$ cat config.mk
export PLATFORM = sky130hd
export DESIGN_NAME = siphash_keyed_hash
export DESIGN_NICKNAME = d
export VERILOG_FILES = /design/src/rtl/siph_pkg.sv /design/src/rtl/siphash_keyed_hash.sv /design/src/rtl/siph_front.sv /design/src/rtl/siph_cmd_fifo.sv /design/src/rtl/siph_back.sv
export SDC_FILE = /design/constraint.sdc
export NUM_CORES = 2
export LEC_CHECK = 0
export BUFFER_PORTS_ARGS = -buffer_cell sky130_fd_sc_hd__clkbuf_2
export CELL_PAD_IN_SITES_DETAIL_PLACEMENT = 0
export CELL_PAD_IN_SITES_GLOBAL_PLACEMENT = 2
export CORE_MARGIN = 2
export CORE_UTILIZATION = 30
export DETAILED_ROUTE_END_ITERATION = 8
export MAX_ROUTING_LAYER = met4
export PLACE_DENSITY = 0.72
export RECOVER_POWER = 100
export SETUP_SLACK_MARGIN = 0.3
export SLEW_MARGIN = 20
export SYNTH_ARGS = -nofsm -noshare
export SYNTH_HDL_FRONTEND = slang
export SYNTH_SLANG_ARGS = --single-unit
$ cat constraint.sdc
create_clock -name clk_i -period 19.15 [get_ports clk_i]
set_input_delay 2.8725 -clock clk_i [delete_from_list [all_inputs] [get_ports clk_i]]
set_output_delay 2.8725 -clock clk_i [all_outputs]
set_load 0.01 [all_outputs]
$ cat src/rtl/siph_pkg.sv
package siph_pkg;

  localparam logic [63:0] INIT_C0   = 64'h736f6d6570736575;
  localparam logic [63:0] INIT_C1   = 64'h646f72616e646f6d;
  localparam logic [63:0] INIT_C2   = 64'h6c7967656e657261;
  localparam logic [63:0] INIT_C3   = 64'h7465646279746573;
  localparam logic [63:0] FINAL_XOR = 64'h00000000000000ff;

  // command queue depth
  localparam int unsigned CMD_DEPTH = 2;

  // round slots of one command: word compression, last block, finalization
  localparam logic [2:0] RND_WORD0 = 3'd0;
  localparam logic [2:0] RND_WORD1 = 3'd1;
  localparam logic [2:0] RND_BLK0  = 3'd2;
  localparam logic [2:0] RND_BLK1  = 3'd3;
  localparam logic [2:0] RND_LAST  = 3'd7;

  // configuration register indexes
  localparam logic CFG_KEY_LOW  = 1'b0;
  localparam logic CFG_KEY_HIGH = 1'b1;

  typedef struct packed {
    logic [63:0] v0;
    logic [63:0] v1;
    logic [63:0] v2;
    logic [63:0] v3;
  } lanes_t;

  typedef struct packed {
    logic        init;       // load lanes from key first
    logic        has_word;   // compress word as a full block
    logic        has_final;  // compress block, then finalize
    logic [63:0] word;
    logic [63:0] block;
  } cmd_t;

  typedef struct packed {
    logic full;
    logic empty;
  } fifo_stat_t;

  typedef struct packed {
    logic pop;
    logic load_hash;
  } back_stat_t;

  function automatic logic [63:0] rotl(input logic [63:0] x, input int unsigned r);
    return (x << r) | (x >> (64 - r));
  endfunction

  function automatic lanes_t sip_round(input lanes_t v);
    lanes_t t;
    t = v;
    t.v0 = t.v0 + t.v1;
    t.v1 = rotl(t.v1, 13);
    t.v1 = t.v1 ^ t.v0;
    t.v0 = rotl(t.v0, 32);
    t.v2 = t.v2 + t.v3;
    t.v3 = rotl(t.v3, 16);
    t.v3 = t.v3 ^ t.v2;
    t.v0 = t.v0 + t.v3;
    t.v3 = rotl(t.v3, 21);
    t.v3 = t.v3 ^ t.v0;
    t.v2 = t.v2 + t.v1;
    t.v1 = rotl(t.v1, 17);
    t.v1 = t.v1 ^ t.v2;
    t.v2 = rotl(t.v2, 32);
    return t;
  endfunction

endpackage

$ cat src/rtl/siphash_keyed_hash.sv
// siphash-2-4 keyed hash engine
//
// input stream: one beat per 64-bit little-endian message word; tlast marks
// the final beat of a message, whose valid byte count (0 to 8, larger values
// count as 8) sits in tdata above the word. non-final beats always count as
// 8 bytes. output stream: one beat carrying the 64-bit hash per message.
// key: two 64-bit registers written through cfg_we_i / cfg_index_i /
// cfg_wdata_i (index 0 low half, index 1 high half); write only while idle,
// the key is sampled at the first word of each message.
//
// timing: the round core does one siphash round per cycle unless a waiting
// hash stalls it. a full word runs the word rounds, a final beat the last
// block and finalization rounds (word rounds first for an 8-byte last word).
// beats are registered in the command queue, which takes new words while
// the core is busy; the hash is valid the cycle after the last round.
//
// reset clears the queue, the byte count and the output valid flag; the next
// beat starts a new message. when the receiver stalls, the hash holds in the
// output register, the core stops at the last round of the next message and
// the two-entry queue fills before tready drops.
module siphash_keyed_hash
  import siph_pkg::*;
(
  input  logic        clk_i,
  input  logic        rst_ni,
  input  logic        cfg_we_i,
  input  logic        cfg_index_i,
  input  logic [63:0] cfg_wdata_i,
  input  logic        s_axis_tvalid_i,
  output logic        s_axis_tready_o,
  input  logic [71:0] s_axis_tdata_i,   // message_word [63:0], valid_bytes [67:64], zeros
  input  logic        s_axis_tlast_i,   // last_word
  output logic        m_axis_tvalid_o,
  input  logic        m_axis_tready_i,
  output logic [63:0] m_axis_tdata_o    // hash_value [63:0]
);

  logic [63:0] key_low_q, key_high_q;
  logic        push;
  cmd_t        push_cmd, head;
  fifo_stat_t  fifo_stat;
  back_stat_t  back_stat;

  // key registers
  always_ff @(posedge clk_i or negedge rst_ni) begin
    if (!rst_ni) begin
      key_low_q  <= 64'd0;
      key_high_q <= 64'd0;
    end else if (cfg_we_i) begin
      unique case (cfg_index_i)
        CFG_KEY_LOW:  key_low_q  <= cfg_wdata_i;
        CFG_KEY_HIGH: key_high_q <= cfg_wdata_i;
        default: ;
      endcase
    end
  end

  // front: accepts beats, tracks message start and length, builds commands
  siph_front u_front (
    .clk_i           (clk_i),
    .rst_ni          (rst_ni),
    .s_axis_tvalid_i (s_axis_tvalid_i),
    .s_axis_tready_o (s_axis_tready_o),
    .s_axis_tdata_i  (s_axis_tdata_i),
    .s_axis_tlast_i  (s_axis_tlast_i),
    .fifo_stat_i     (fifo_stat),
    .push_o          (push),
    .cmd_o           (push_cmd)
  );

  // short queue decoupling the front from the round core
  siph_cmd_fifo u_fifo (
    .clk_i       (clk_i),
    .rst_ni      (rst_ni),
    .push_i      (push),
    .push_data_i (push_cmd),
    .pop_i       (back_stat.pop),
    .head_o      (head),
    .stat_o      (fifo_stat)
  );

  // back: rounds over the queue head, one per cycle unless stalled; hash output register
  siph_back u_back (
    .clk_i           (clk_i),
    .rst_ni          (rst_ni),
    .key_low_i       (key_low_q),
    .key_high_i      (key_high_q),
    .head_i          (head),
    .fifo_stat_i     (fifo_stat),
    .stat_o          (back_stat),
    .m_axis_tvalid_o (m_axis_tvalid_o),
    .m_axis_tready_i (m_axis_tready_i),
    .m_axis_tdata_o  (m_axis_tdata_o)
  );

  // the core never retires a command that is not there
  a_pop_not_empty: assert property (@(posedge clk_i) disable iff (!rst_ni)
    back_stat.pop |-> !fifo_stat.empty)
    else $error("command popped from empty queue");

  // a command that ends a message always loads a hash when it retires
  a_final_loads_hash: assert property (@(posedge clk_i) disable iff (!rst_ni)
    (back_stat.pop && head.has_final) |-> back_stat.load_hash)
    else $error("final command retired without hash");

  // a new hash is never loaded over one the receiver has not taken
  a_no_overwrite: assert property (@(posedge clk_i) disable iff (!rst_ni)
    (m_axis_tvalid_o && !m_axis_tready_i) |-> !back_stat.load_hash)
    else $error("pending hash overwritten");

endmodule

$ cat src/rtl/siph_front.sv
module siph_front
  import siph_pkg::*;
(
  input  logic        clk_i,
  input  logic        rst_ni,
  input  logic        s_axis_tvalid_i,
  output logic        s_axis_tready_o,
  input  logic [71:0] s_axis_tdata_i,
  input  logic        s_axis_tlast_i,
  input  fifo_stat_t  fifo_stat_i,
  output logic        push_o,
  output cmd_t        cmd_o
);

  logic       start_q, start_d;
  logic [7:0] len_q, len_d;
  logic [3:0] cnt;
  logic [7:0] add;
  logic [63:0] word, masked;

  assign word            = s_axis_tdata_i[63:0];
  assign s_axis_tready_o = !fifo_stat_i.full;
  assign push_o          = s_axis_tvalid_i && s_axis_tready_o;

  always_comb begin
    cnt = (s_axis_tdata_i[67:64] > 4'd8) ? 4'd8 : s_axis_tdata_i[67:64];
    add = s_axis_tlast_i ? {4'b0, cnt} : 8'd8;
    len_d = len_q + add;
    // partial bytes only when the last beat is short
    for (int i = 0; i < 8; i++) begin
      masked[i*8 +: 8] = ((4'(i) < cnt) && (cnt != 4'd8)) ? word[i*8 +: 8] : 8'h00;
    end
    cmd_o.init      = start_q;
    cmd_o.has_word  = !s_axis_tlast_i || (cnt == 4'd8);
    cmd_o.has_final = s_axis_tlast_i;
    cmd_o.word      = word;
    cmd_o.block     = {len_d, 56'b0} | masked;
    start_d         = s_axis_tlast_i;
  end

  always_ff @(posedge clk_i or negedge rst_ni) begin
    if (!rst_ni) begin
      start_q <= 1'b1;
      len_q   <= 8'd0;
    end else if (push_o) begin
      start_q <= start_d;
      len_q   <= start_d ? 8'd0 : len_d;
    end
  end

endmodule

$ cat src/rtl/siph_cmd_fifo.sv
module siph_cmd_fifo
  import siph_pkg::*;
(
  input  logic       clk_i,
  input  logic       rst_ni,
  input  logic       push_i,
  input  cmd_t       push_data_i,
  input  logic       pop_i,
  output cmd_t       head_o,
  output fifo_stat_t stat_o
);

  localparam int unsigned PTR_W = (CMD_DEPTH > 1) ? $clog2(CMD_DEPTH) : 1;
  localparam int unsigned CNT_W = $clog2(CMD_DEPTH + 1);

  cmd_t             mem_q [CMD_DEPTH];
  logic [PTR_W-1:0] wr_ptr_q, wr_ptr_d, rd_ptr_q, rd_ptr_d;
  logic [CNT_W-1:0] count_q, count_d;

  assign head_o       = mem_q[rd_ptr_q];
  assign stat_o.full  = (count_q == CNT_W'(CMD_DEPTH));
  assign stat_o.empty = (count_q == '0);

  always_comb begin
    wr_ptr_d = wr_ptr_q;
    rd_ptr_d = rd_ptr_q;
    count_d  = count_q;
    if (push_i) begin
      wr_ptr_d = (wr_ptr_q == PTR_W'(CMD_DEPTH - 1)) ? '0 : wr_ptr_q + 1'b1;
    end
    if (pop_i) begin
      rd_ptr_d = (rd_ptr_q == PTR_W'(CMD_DEPTH - 1)) ? '0 : rd_ptr_q + 1'b1;
    end
    if (push_i && !pop_i) begin
      count_d = count_q + 1'b1;
    end else if (pop_i && !push_i) begin
      count_d = count_q - 1'b1;
    end
  end

  always_ff @(posedge clk_i) begin
    if (push_i) begin
      mem_q[wr_ptr_q] <= push_data_i;
    end
  end

  always_ff @(posedge clk_i or negedge rst_ni) begin
    if (!rst_ni) begin
      wr_ptr_q <= '0;
      rd_ptr_q <= '0;
      count_q  <= '0;
    end else begin
      wr_ptr_q <= wr_ptr_d;
      rd_ptr_q <= rd_ptr_d;
      count_q  <= count_d;
    end
  end

endmodule

$ cat src/rtl/siph_back.sv
module siph_back
  import siph_pkg::*;
(
  input  logic        clk_i,
  input  logic        rst_ni,
  input  logic [63:0] key_low_i,
  input  logic [63:0] key_high_i,
  input  cmd_t        head_i,
  input  fifo_stat_t  fifo_stat_i,
  output back_stat_t  stat_o,
  output logic        m_axis_tvalid_o,
  input  logic        m_axis_tready_i,
  output logic [63:0] m_axis_tdata_o
);

  lanes_t      lanes_q, lanes_d, base, pre, rnd;
  logic        active_q, active_d;
  logic [2:0]  rnd_q, rnd_d, rr, rend;
  logic        run, stall, done;
  logic        out_valid_q, out_valid_d;
  logic [63:0] hash_q;

  always_comb begin
    rr   = active_q ? rnd_q : (head_i.has_word ? RND_WORD0 : RND_BLK0);
    rend = head_i.has_final ? RND_LAST : RND_WORD1;

    // first round of a new message starts from the key
    if (!active_q && head_i.init) begin
      base.v0 = INIT_C0 ^ key_low_i;
      base.v1 = INIT_C1 ^ key_high_i;
      base.v2 = INIT_C2 ^ key_low_i;
      base.v3 = INIT_C3 ^ key_high_i;
    end else begin
      base = lanes_q;
    end

    pre = base;
    if (rr == RND_WORD0) begin
      pre.v3 = base.v3 ^ head_i.word;
    end else if (rr == RND_BLK0) begin
      pre.v3 = base.v3 ^ head_i.block;
    end

    rnd     = sip_round(pre);
    lanes_d = rnd;
    if (rr == RND_WORD1) begin
      lanes_d.v0 = rnd.v0 ^ head_i.word;
    end else if (rr == RND_BLK1) begin
      lanes_d.v0 = rnd.v0 ^ head_i.block;
      lanes_d.v2 = rnd.v2 ^ FINAL_XOR;
    end

    // hold the last round while the previous hash is still waiting
    stall = (rr == RND_LAST) && out_valid_q && !m_axis_tready_i;
    run   = !fifo_stat_i.empty && !stall;
    done  = run && (rr == rend);

    active_d = active_q;
    rnd_d    = rnd_q;
    if (run) begin
      active_d = !done;
      rnd_d    = rr + 3'd1;
    end

    stat_o.pop       = done;
    stat_o.load_hash = run && (rr == RND_LAST);

    out_valid_d = out_valid_q && !m_axis_tready_i;
    if (stat_o.load_hash) begin
      out_valid_d = 1'b1;
    end
  end

  assign m_axis_tvalid_o = out_valid_q;
  assign m_axis_tdata_o  = hash_q;

  always_ff @(posedge clk_i) begin
    if (run) begin
      lanes_q <= lanes_d;
    end
    if (stat_o.load_hash) begin
      hash_q <= lanes_d.v0 ^ lanes_d.v1 ^ lanes_d.v2 ^ lanes_d.v3;
    end
  end

  always_ff @(posedge clk_i or negedge rst_ni) begin
    if (!rst_ni) begin
      active_q    <= 1'b0;
      rnd_q       <= RND_WORD0;
      out_valid_q <= 1'b0;
    end else begin
      active_q    <= active_d;
      rnd_q       <= rnd_d;
      out_valid_q <= out_valid_d;
    end
  end

endmodule

; ---- Yosys cells after proc, flatten, opt, wreduce, memory -nomap -nowiden
; Memories as Yosys holds them, arrays and structs flattened.
; Index checks and enable logic that the tools add are counted.
[word_totals]
ff_bits = 466
n_memories = 1
output_inout_bits = 66
ramBits = 262
inputBits = 143
word_cells = 127
[memory_table]
columns = name, depth, width, read_ports, rd_clocked_by_memory_dff, wr, line_no
row1 = u_fifo.mem_q, 2, 131, 1, 0, 1, siph_cmd_fifo.sv:16  ; cmd_t mem_q [CMD_DEPTH];
[classes]
order_cmp = 9
muxes = 28
reduce_logical = 32
eq_ne = 8
n_addsub = 10
bitwise_logic = 24
[ops]
columns = operator, count
row1 = $xor A64 B64 Y64, 11
row2 = $add A64 B64 Y64, 4
row3 = $mux W256, 1
row4 = $mux W64, 4
row5 = $or A64 B32 Y64, 2
row6 = $mux W8, 11
row7 = $or A64 B13 Y64, 1
row8 = $or A64 B16 Y64, 1
row9 = $or A64 B17 Y64, 1
row10 = $or A64 B21 Y64, 1
row11 = $or A64 B64 Y64, 1
row12 = $not A37 Y37, 1
row13 = $not A35 Y35, 1
row14 = $not A34 Y34, 1
row15 = $not A32 Y32, 1
row16 = $logic_and A1 B1 Y1, 18
row17 = $lt A3 B4 Y1 const A, 4
row18 = $add A8 B8 Y8, 1
row19 = $logic_not A1 Y1, 8
row20 = $lt A1 B4 Y1 const A, 2
row21 = $lt A2 B4 Y1 const A, 2
row22 = $mux W4, 2
row23 = $not A8 Y8, 1
row24 = $eq A3 B2 Y1 const B, 2
row25 = other kinds (20), 29

; ---- Depth between registers and ports, before layout
[depth]
ltp_word = 15
ltp_mapped = 40
ltp_nobuf = 31

; ---- Cells and area by module
; Synthesis repeated with hierarchy kept, for this count alone.
[unflattened]
cells_unflattened = 4868
area_unflattened_um2 = 50786.2
[by_module_without_submodules]
columns = module, cells_per_inst, n_inst, seq_area_each_um2, area_each_um2
row1 = siph_back, 3963, 1, 9734.3, 34085.2
row2 = siph_cmd_fifo, 424, 1, 7967.6, 9970.8
row3 = siphash_keyed_hash, 271, 1, 3203.1, 5131.2
row4 = siph_front, 210, 1, 226.5, 1599.0

; ---- Worst setup path after synthesis
; Ideal clock, no wire load.
[synth_timing]
path_type = in2reg
startpoint = input m_axis_tready_i
endpoint = register u_fifo.count_q[1]
arrival_time_ns = 18.954
cell_stages = 6
slack_ns = 0.117
n_path_buf = 0
setup_time_ns = 0.079
cell_sequence = inv_1 > a31oi_1 > nand3_1 > ha_1 > nor2_1 > xor2_1
[synth_between]
elab_chain_len = 8
[synth_rtl]
columns = item, line_no
row1 = "start, declared", siphash_keyed_hash.sv:34  ; input logic m_axis_tready_i,
row2 = $logic_not A1 Y1 (*), siph_back.sv:54  ; stall = (rr == RND_LAST) && out_valid_q && !m_axis_tready_i;
row3 = $logic_and A1 B1 Y1 (*), siph_back.sv:54
row4 = $logic_not A1 Y1 (*), siph_back.sv:55  ; run = !fifo_stat_i.empty && !stall;
row5 = $logic_and A1 B1 Y1 (*), siph_back.sv:55
row6 = named net u_back.run, siph_back.sv:19  ; logic run, stall, done;
row7 = $logic_and A1 B1 Y1 (*), siph_back.sv:56  ; done = run && (rr == rend);
row8 = $logic_not A1 Y1, siph_cmd_fifo.sv:34  ; if (push_i && !pop_i) begin
row9 = $logic_and A1 B1 Y1, siph_cmd_fifo.sv:34
row10 = $mux W2 / $reduce_bool A2 Y1 (equally long branches), n/a
row11 = "end signal, assigned", siph_cmd_fifo.sv:55  ; count_q <= count_d;
row12 = "end, declared", siph_cmd_fifo.sv:18  ; logic [CNT_W-1:0] count_q, count_d;
; Mark *: on every way through the listed nets, which the timed path passes. The rest lies on a longest branch.
; A chain may end at the register's enable or synchronous reset.

==> flow_metrics.tcl <==
set metrics [dict create \
    clock_sink_count 728 \
    most_common_flop_cell_mapped_by_yosys "sky130_fd_sc_hd__edfxtp_1" \
    min-delay-start "u_front.len_q[2]$_DFFE_PN0P_" \
    placedCellCount 7269 \
    worstSetupPathType "reg2reg" \
    drtIter0Drc 5323 \
    die_h_um 416 \
    cts_tree "built" \
    timing_hold_violations_final 0 \
    violated_checks "capacitance limit, slew limit" \
    commonest_cells_in_the_synthesized_netlist "sky130_fd_sc_hd__edfxtp_1, sky130_fd_sc_hd__nand2_1, sky130_fd_sc_hd__xnor2_1, sky130_fd_sc_hd__a21oi_1, sky130_fd_sc_hd__xor2_1" \
    fin_crit_sh 0.821 \
    outcome "finished, violations left" \
    number_of_synthesis_warnings 0 \
    worst_skew_pair.late_latency_ps 790 \
    cp.required_ps 19690 \
    synth_edf_count 582 \
    ys_seq_area_frac 0.415 \
    io_count 209 \
    timing.max_cap.violations 29 \
    path_clk_slew_ps 60 \
    critical_path_peak_fanout 65 \
    total_number_of_nets_in_the_final_design 5555 \
    grt_start_max_net_pins 95 \
    post_synth_instance_area_sq_um 50900 \
    cts.repair.resized 0 \
    setup_skew_ps 69.9 \
    hpwlAfterDp_mm 262 \
    post-synth-top-count-cell "sky130_fd_sc_hd__edfxtp_1" \
    area_growth_pct 13.5 \
    multiInputGateArea_sq_um 28500 \
    drt_pre_antenna_iters 6 \
    cts.path.max_buffers 3 \
    fin_setup_tns_ps 0 \
    timing.rr.start "u_fifo.rd_ptr_q$_DFFE_PN0P_" \
    worstSetupEndpointType "flip-flop" \
    grt_overflow 0 \
    cts-buffers-inserted 91 \
    fp.dieW_um 416 \
    antenna_found_initial 32 \
    place.gp.congestion 1.12 \
    number_of_buffers_inserted_by_port_buffering 204 \
    critical-path-max-stage-delay_ps 2300 \
    via_to_cell_ratio 5.72 \
    remaining_drc_errors 0 \
    initial_core_util 0.301 \
    postSynth.asyncResetShare 0.201 \
    critical_path.top_delay_family "buffers and inverters" \
    fmax_ghz 0.0636 \
    layout_min_cycle_time_ps 15730 \
    crit_path_start "u_fifo.rd_ptr_q$_DFFE_PN0P_" \
    arrival_ps 16270 \
    floorplan.rows 151 \
    synth_largest_type_area_fraction 0.343 \
    setup_viol 0 \
    fin_worst_hold_slack_ps 502 \
    detail_route.wl_per_cell_um 41.2 \
    worst_path_max_delay_cell "sky130_fd_sc_hd__clkbuf_1" \
    htreeDepth 3 \
    nFillCells 17400 \
    number_of_antenna_violating_nets_in_the_routed_design 0 \
    yosys_register_bits 728 \
    cp-start-kind "flip-flop" \
    layout-drive-gt1-share 0.0987 \
    postSynthCellCount 4944 \
    synth_fp_nets 5355 \
    first_global_vias 40300 \
    design.core.area_sq_um 169000 \
    post-cts-setup-buffers 0 \
    layout.core_utilization 0.342 \
    global_route_wire_length_before_repair_mm 394 \
    final_max_slew_viol_count 975 \
    transition_time_at_the_pin_with_the_least_slew_margin_ps 3950 \
    holdCritPathClass "reg2reg" \
    rsz0062_at_grt "no" \
    postRouteWirelength_mm 307 \
    syn_area_per_cell_sq_um 10.3 \
    via_count 42600 \
    design.die.area_sq_um 173000 \
    postCtsHoldBufs 0 \
    path_buf_inv 4 \
    post_layout_nonfiller_instances 7449 \
    grt_use_total 0.357 \
    cts-root-buf "sky130_fd_sc_hd__clkbuf_16" \
    post_synth_main_area_contributors "sky130_fd_sc_hd__edfxtp_1, sky130_fd_sc_hd__xnor2_1, sky130_fd_sc_hd__dfrtp_1" \
    worst_slew_margin_relative_to_its_limit -1.63 \
    area.sequential_sq_um 21100 \
    synthDominantAreaCellType "sky130_fd_sc_hd__edfxtp_1" \
    netlist-cell-type-count 97 \
]
-- layer usage --
layer	wire [um]	vias up	track usage
li1	-	18400	-
met3	22100	417	0.0572
met5	0	-	-
met2	130000	1989	0.517
met1	135000	21800	0.480
met4	20100	0	0.179
-- worst paths after layout --
path | to | slack, ps | cells after the start
min in group asynchronous | key_low_q[33]$_DFFE_PN0P_ | 3000 | 1
setup reg to reg | u_back.m_axis_tdata_o[13]$_DFFE_PP_ | 3420 | 25
hold reg to reg | u_front.len_q[2]$_DFFE_PN0P_ | 500 | 2
hold / removal | u_front.len_q[2]$_DFFE_PN0P_ | 500 | 2
max in group asynchronous | key_high_q[7]$_DFFE_PN0P_ | 11870 | 2
setup / recovery | u_back.m_axis_tdata_o[13]$_DFFE_PP_ | 3420 | 25
-- cell families (layout without fill, tap and decap cells) --
kind of cell               Yosys count  after routing  share of synthesized area
muxes                              304            304                     0.0631
xor gates and xnor gates           842            842                      0.163
adders and majority gates          268            268                     0.0666
AOI/OAI and AO/OA                 1276           1276                      0.161
and+or+nand+nor                   1125           1125                      0.101
other                                0             12                          0
buffers and inverters              401            676                     0.0304
DFF                                728            728                      0.415
-- flip-flops by register name, indices dropped and copies added (netlist names) --
register,cells
u_fifo.mem_q,262
u_back.lanes_q,256
key_high_q,64
key_low_q,64
u_back.m_axis_tdata_o,64
u_front.len_q,8
u_back.rnd_q,3
u_fifo.count_q,2
u_back.active_q,1
u_back.m_axis_tvalid_o,1
u_fifo.rd_ptr_q,1
u_fifo.wr_ptr_q,1
u_front.start_q,1
-- per-stage QoR --
step / instance area, sq um / setup slack [ps]
2_1_floorplan: 50900 / 5930
3_3_place_gp: 55100 / 7010
3_5_place_dp: 55200 / 6920
4_1_cts: 58300 / 6870
5_1_grt: 57800 / 3340
6_report: 57800 / 3420
-- worst min-delay path, cell delays in order (launching register included) --
cell and delay (ps):
sky130_fd_sc_hd__dfrtp_1 350, sky130_fd_sc_hd__nand2_1 50, sky130_fd_sc_hd__o21ai_0 70
-- layout make-up --
class | instances | share of cell area
Multi-Input combinational cell | 3815 | 0.493
Sequential cell | 728 | 0.366
Clock buffer | 116 | 0.0433
Clock inverter | 52 | 0.00996
Timing Repair Buffer | 324 | 0.0278
Tap cell | 2218 | 0.0480
Antenna cell | 12 | 0.000520
Inverter | 184 | 0.0120
-- cells in the final DEF (no fill, tap or decap), types with 14 or more instances in the layout --
cell                        netlist  final
sky130_fd_sc_hd__nand2_1        526    523
sky130_fd_sc_hd__a31oi_1         37     37
sky130_fd_sc_hd__a21oi_1        430    431
sky130_fd_sc_hd__xor2_1         278    271
sky130_fd_sc_hd__o21a_1          55     55
sky130_fd_sc_hd__clkbuf_1       172    192
sky130_fd_sc_hd__or3_1           15     15
sky130_fd_sc_hd__nand2b_1        17     17
sky130_fd_sc_hd__a221oi_1        14     14
sky130_fd_sc_hd__xnor2_1        494    469
sky130_fd_sc_hd__clkbuf_2         0     69
sky130_fd_sc_hd__a21o_1         127    127
sky130_fd_sc_hd__edfxtp_1       582    582
sky130_fd_sc_hd__o211ai_1        18     19
sky130_fd_sc_hd__mux2i_1        170    170
sky130_fd_sc_hd__o21bai_1        62     62
sky130_fd_sc_hd__xnor2_2          3     28
sky130_fd_sc_hd__nand3_1         40     40
sky130_fd_sc_hd__o2bb2ai_1       57     57
sky130_fd_sc_hd__and3_1          35     35
sky130_fd_sc_hd__mux2_2         134    134
sky130_fd_sc_hd__ha_1           263    261
sky130_fd_sc_hd__nor4_1          18     18
sky130_fd_sc_hd__and2_0           1     45
sky130_fd_sc_hd__nand4_1         85     85
sky130_fd_sc_hd__o31ai_1         17     19
sky130_fd_sc_hd__a211oi_1        18     18
sky130_fd_sc_hd__inv_1          183    183
sky130_fd_sc_hd__and2_1          59     15
sky130_fd_sc_hd__o22ai_1         68     66
sky130_fd_sc_hd__nor3_1          71     71
sky130_fd_sc_hd__dfrtp_1        145    145
sky130_fd_sc_hd__buf_4            0     76
sky130_fd_sc_hd__nor2b_1         24     24
sky130_fd_sc_hd__xnor3_1         55     56
sky130_fd_sc_hd__nor2_1         199    197
sky130_fd_sc_hd__clkbuf_16        0     93
sky130_fd_sc_hd__o21ai_0        241    239
Power is left out: the tool's default activity adds up to more than one toggle a clock period on the data nets, which glitch-free logic cannot reach.
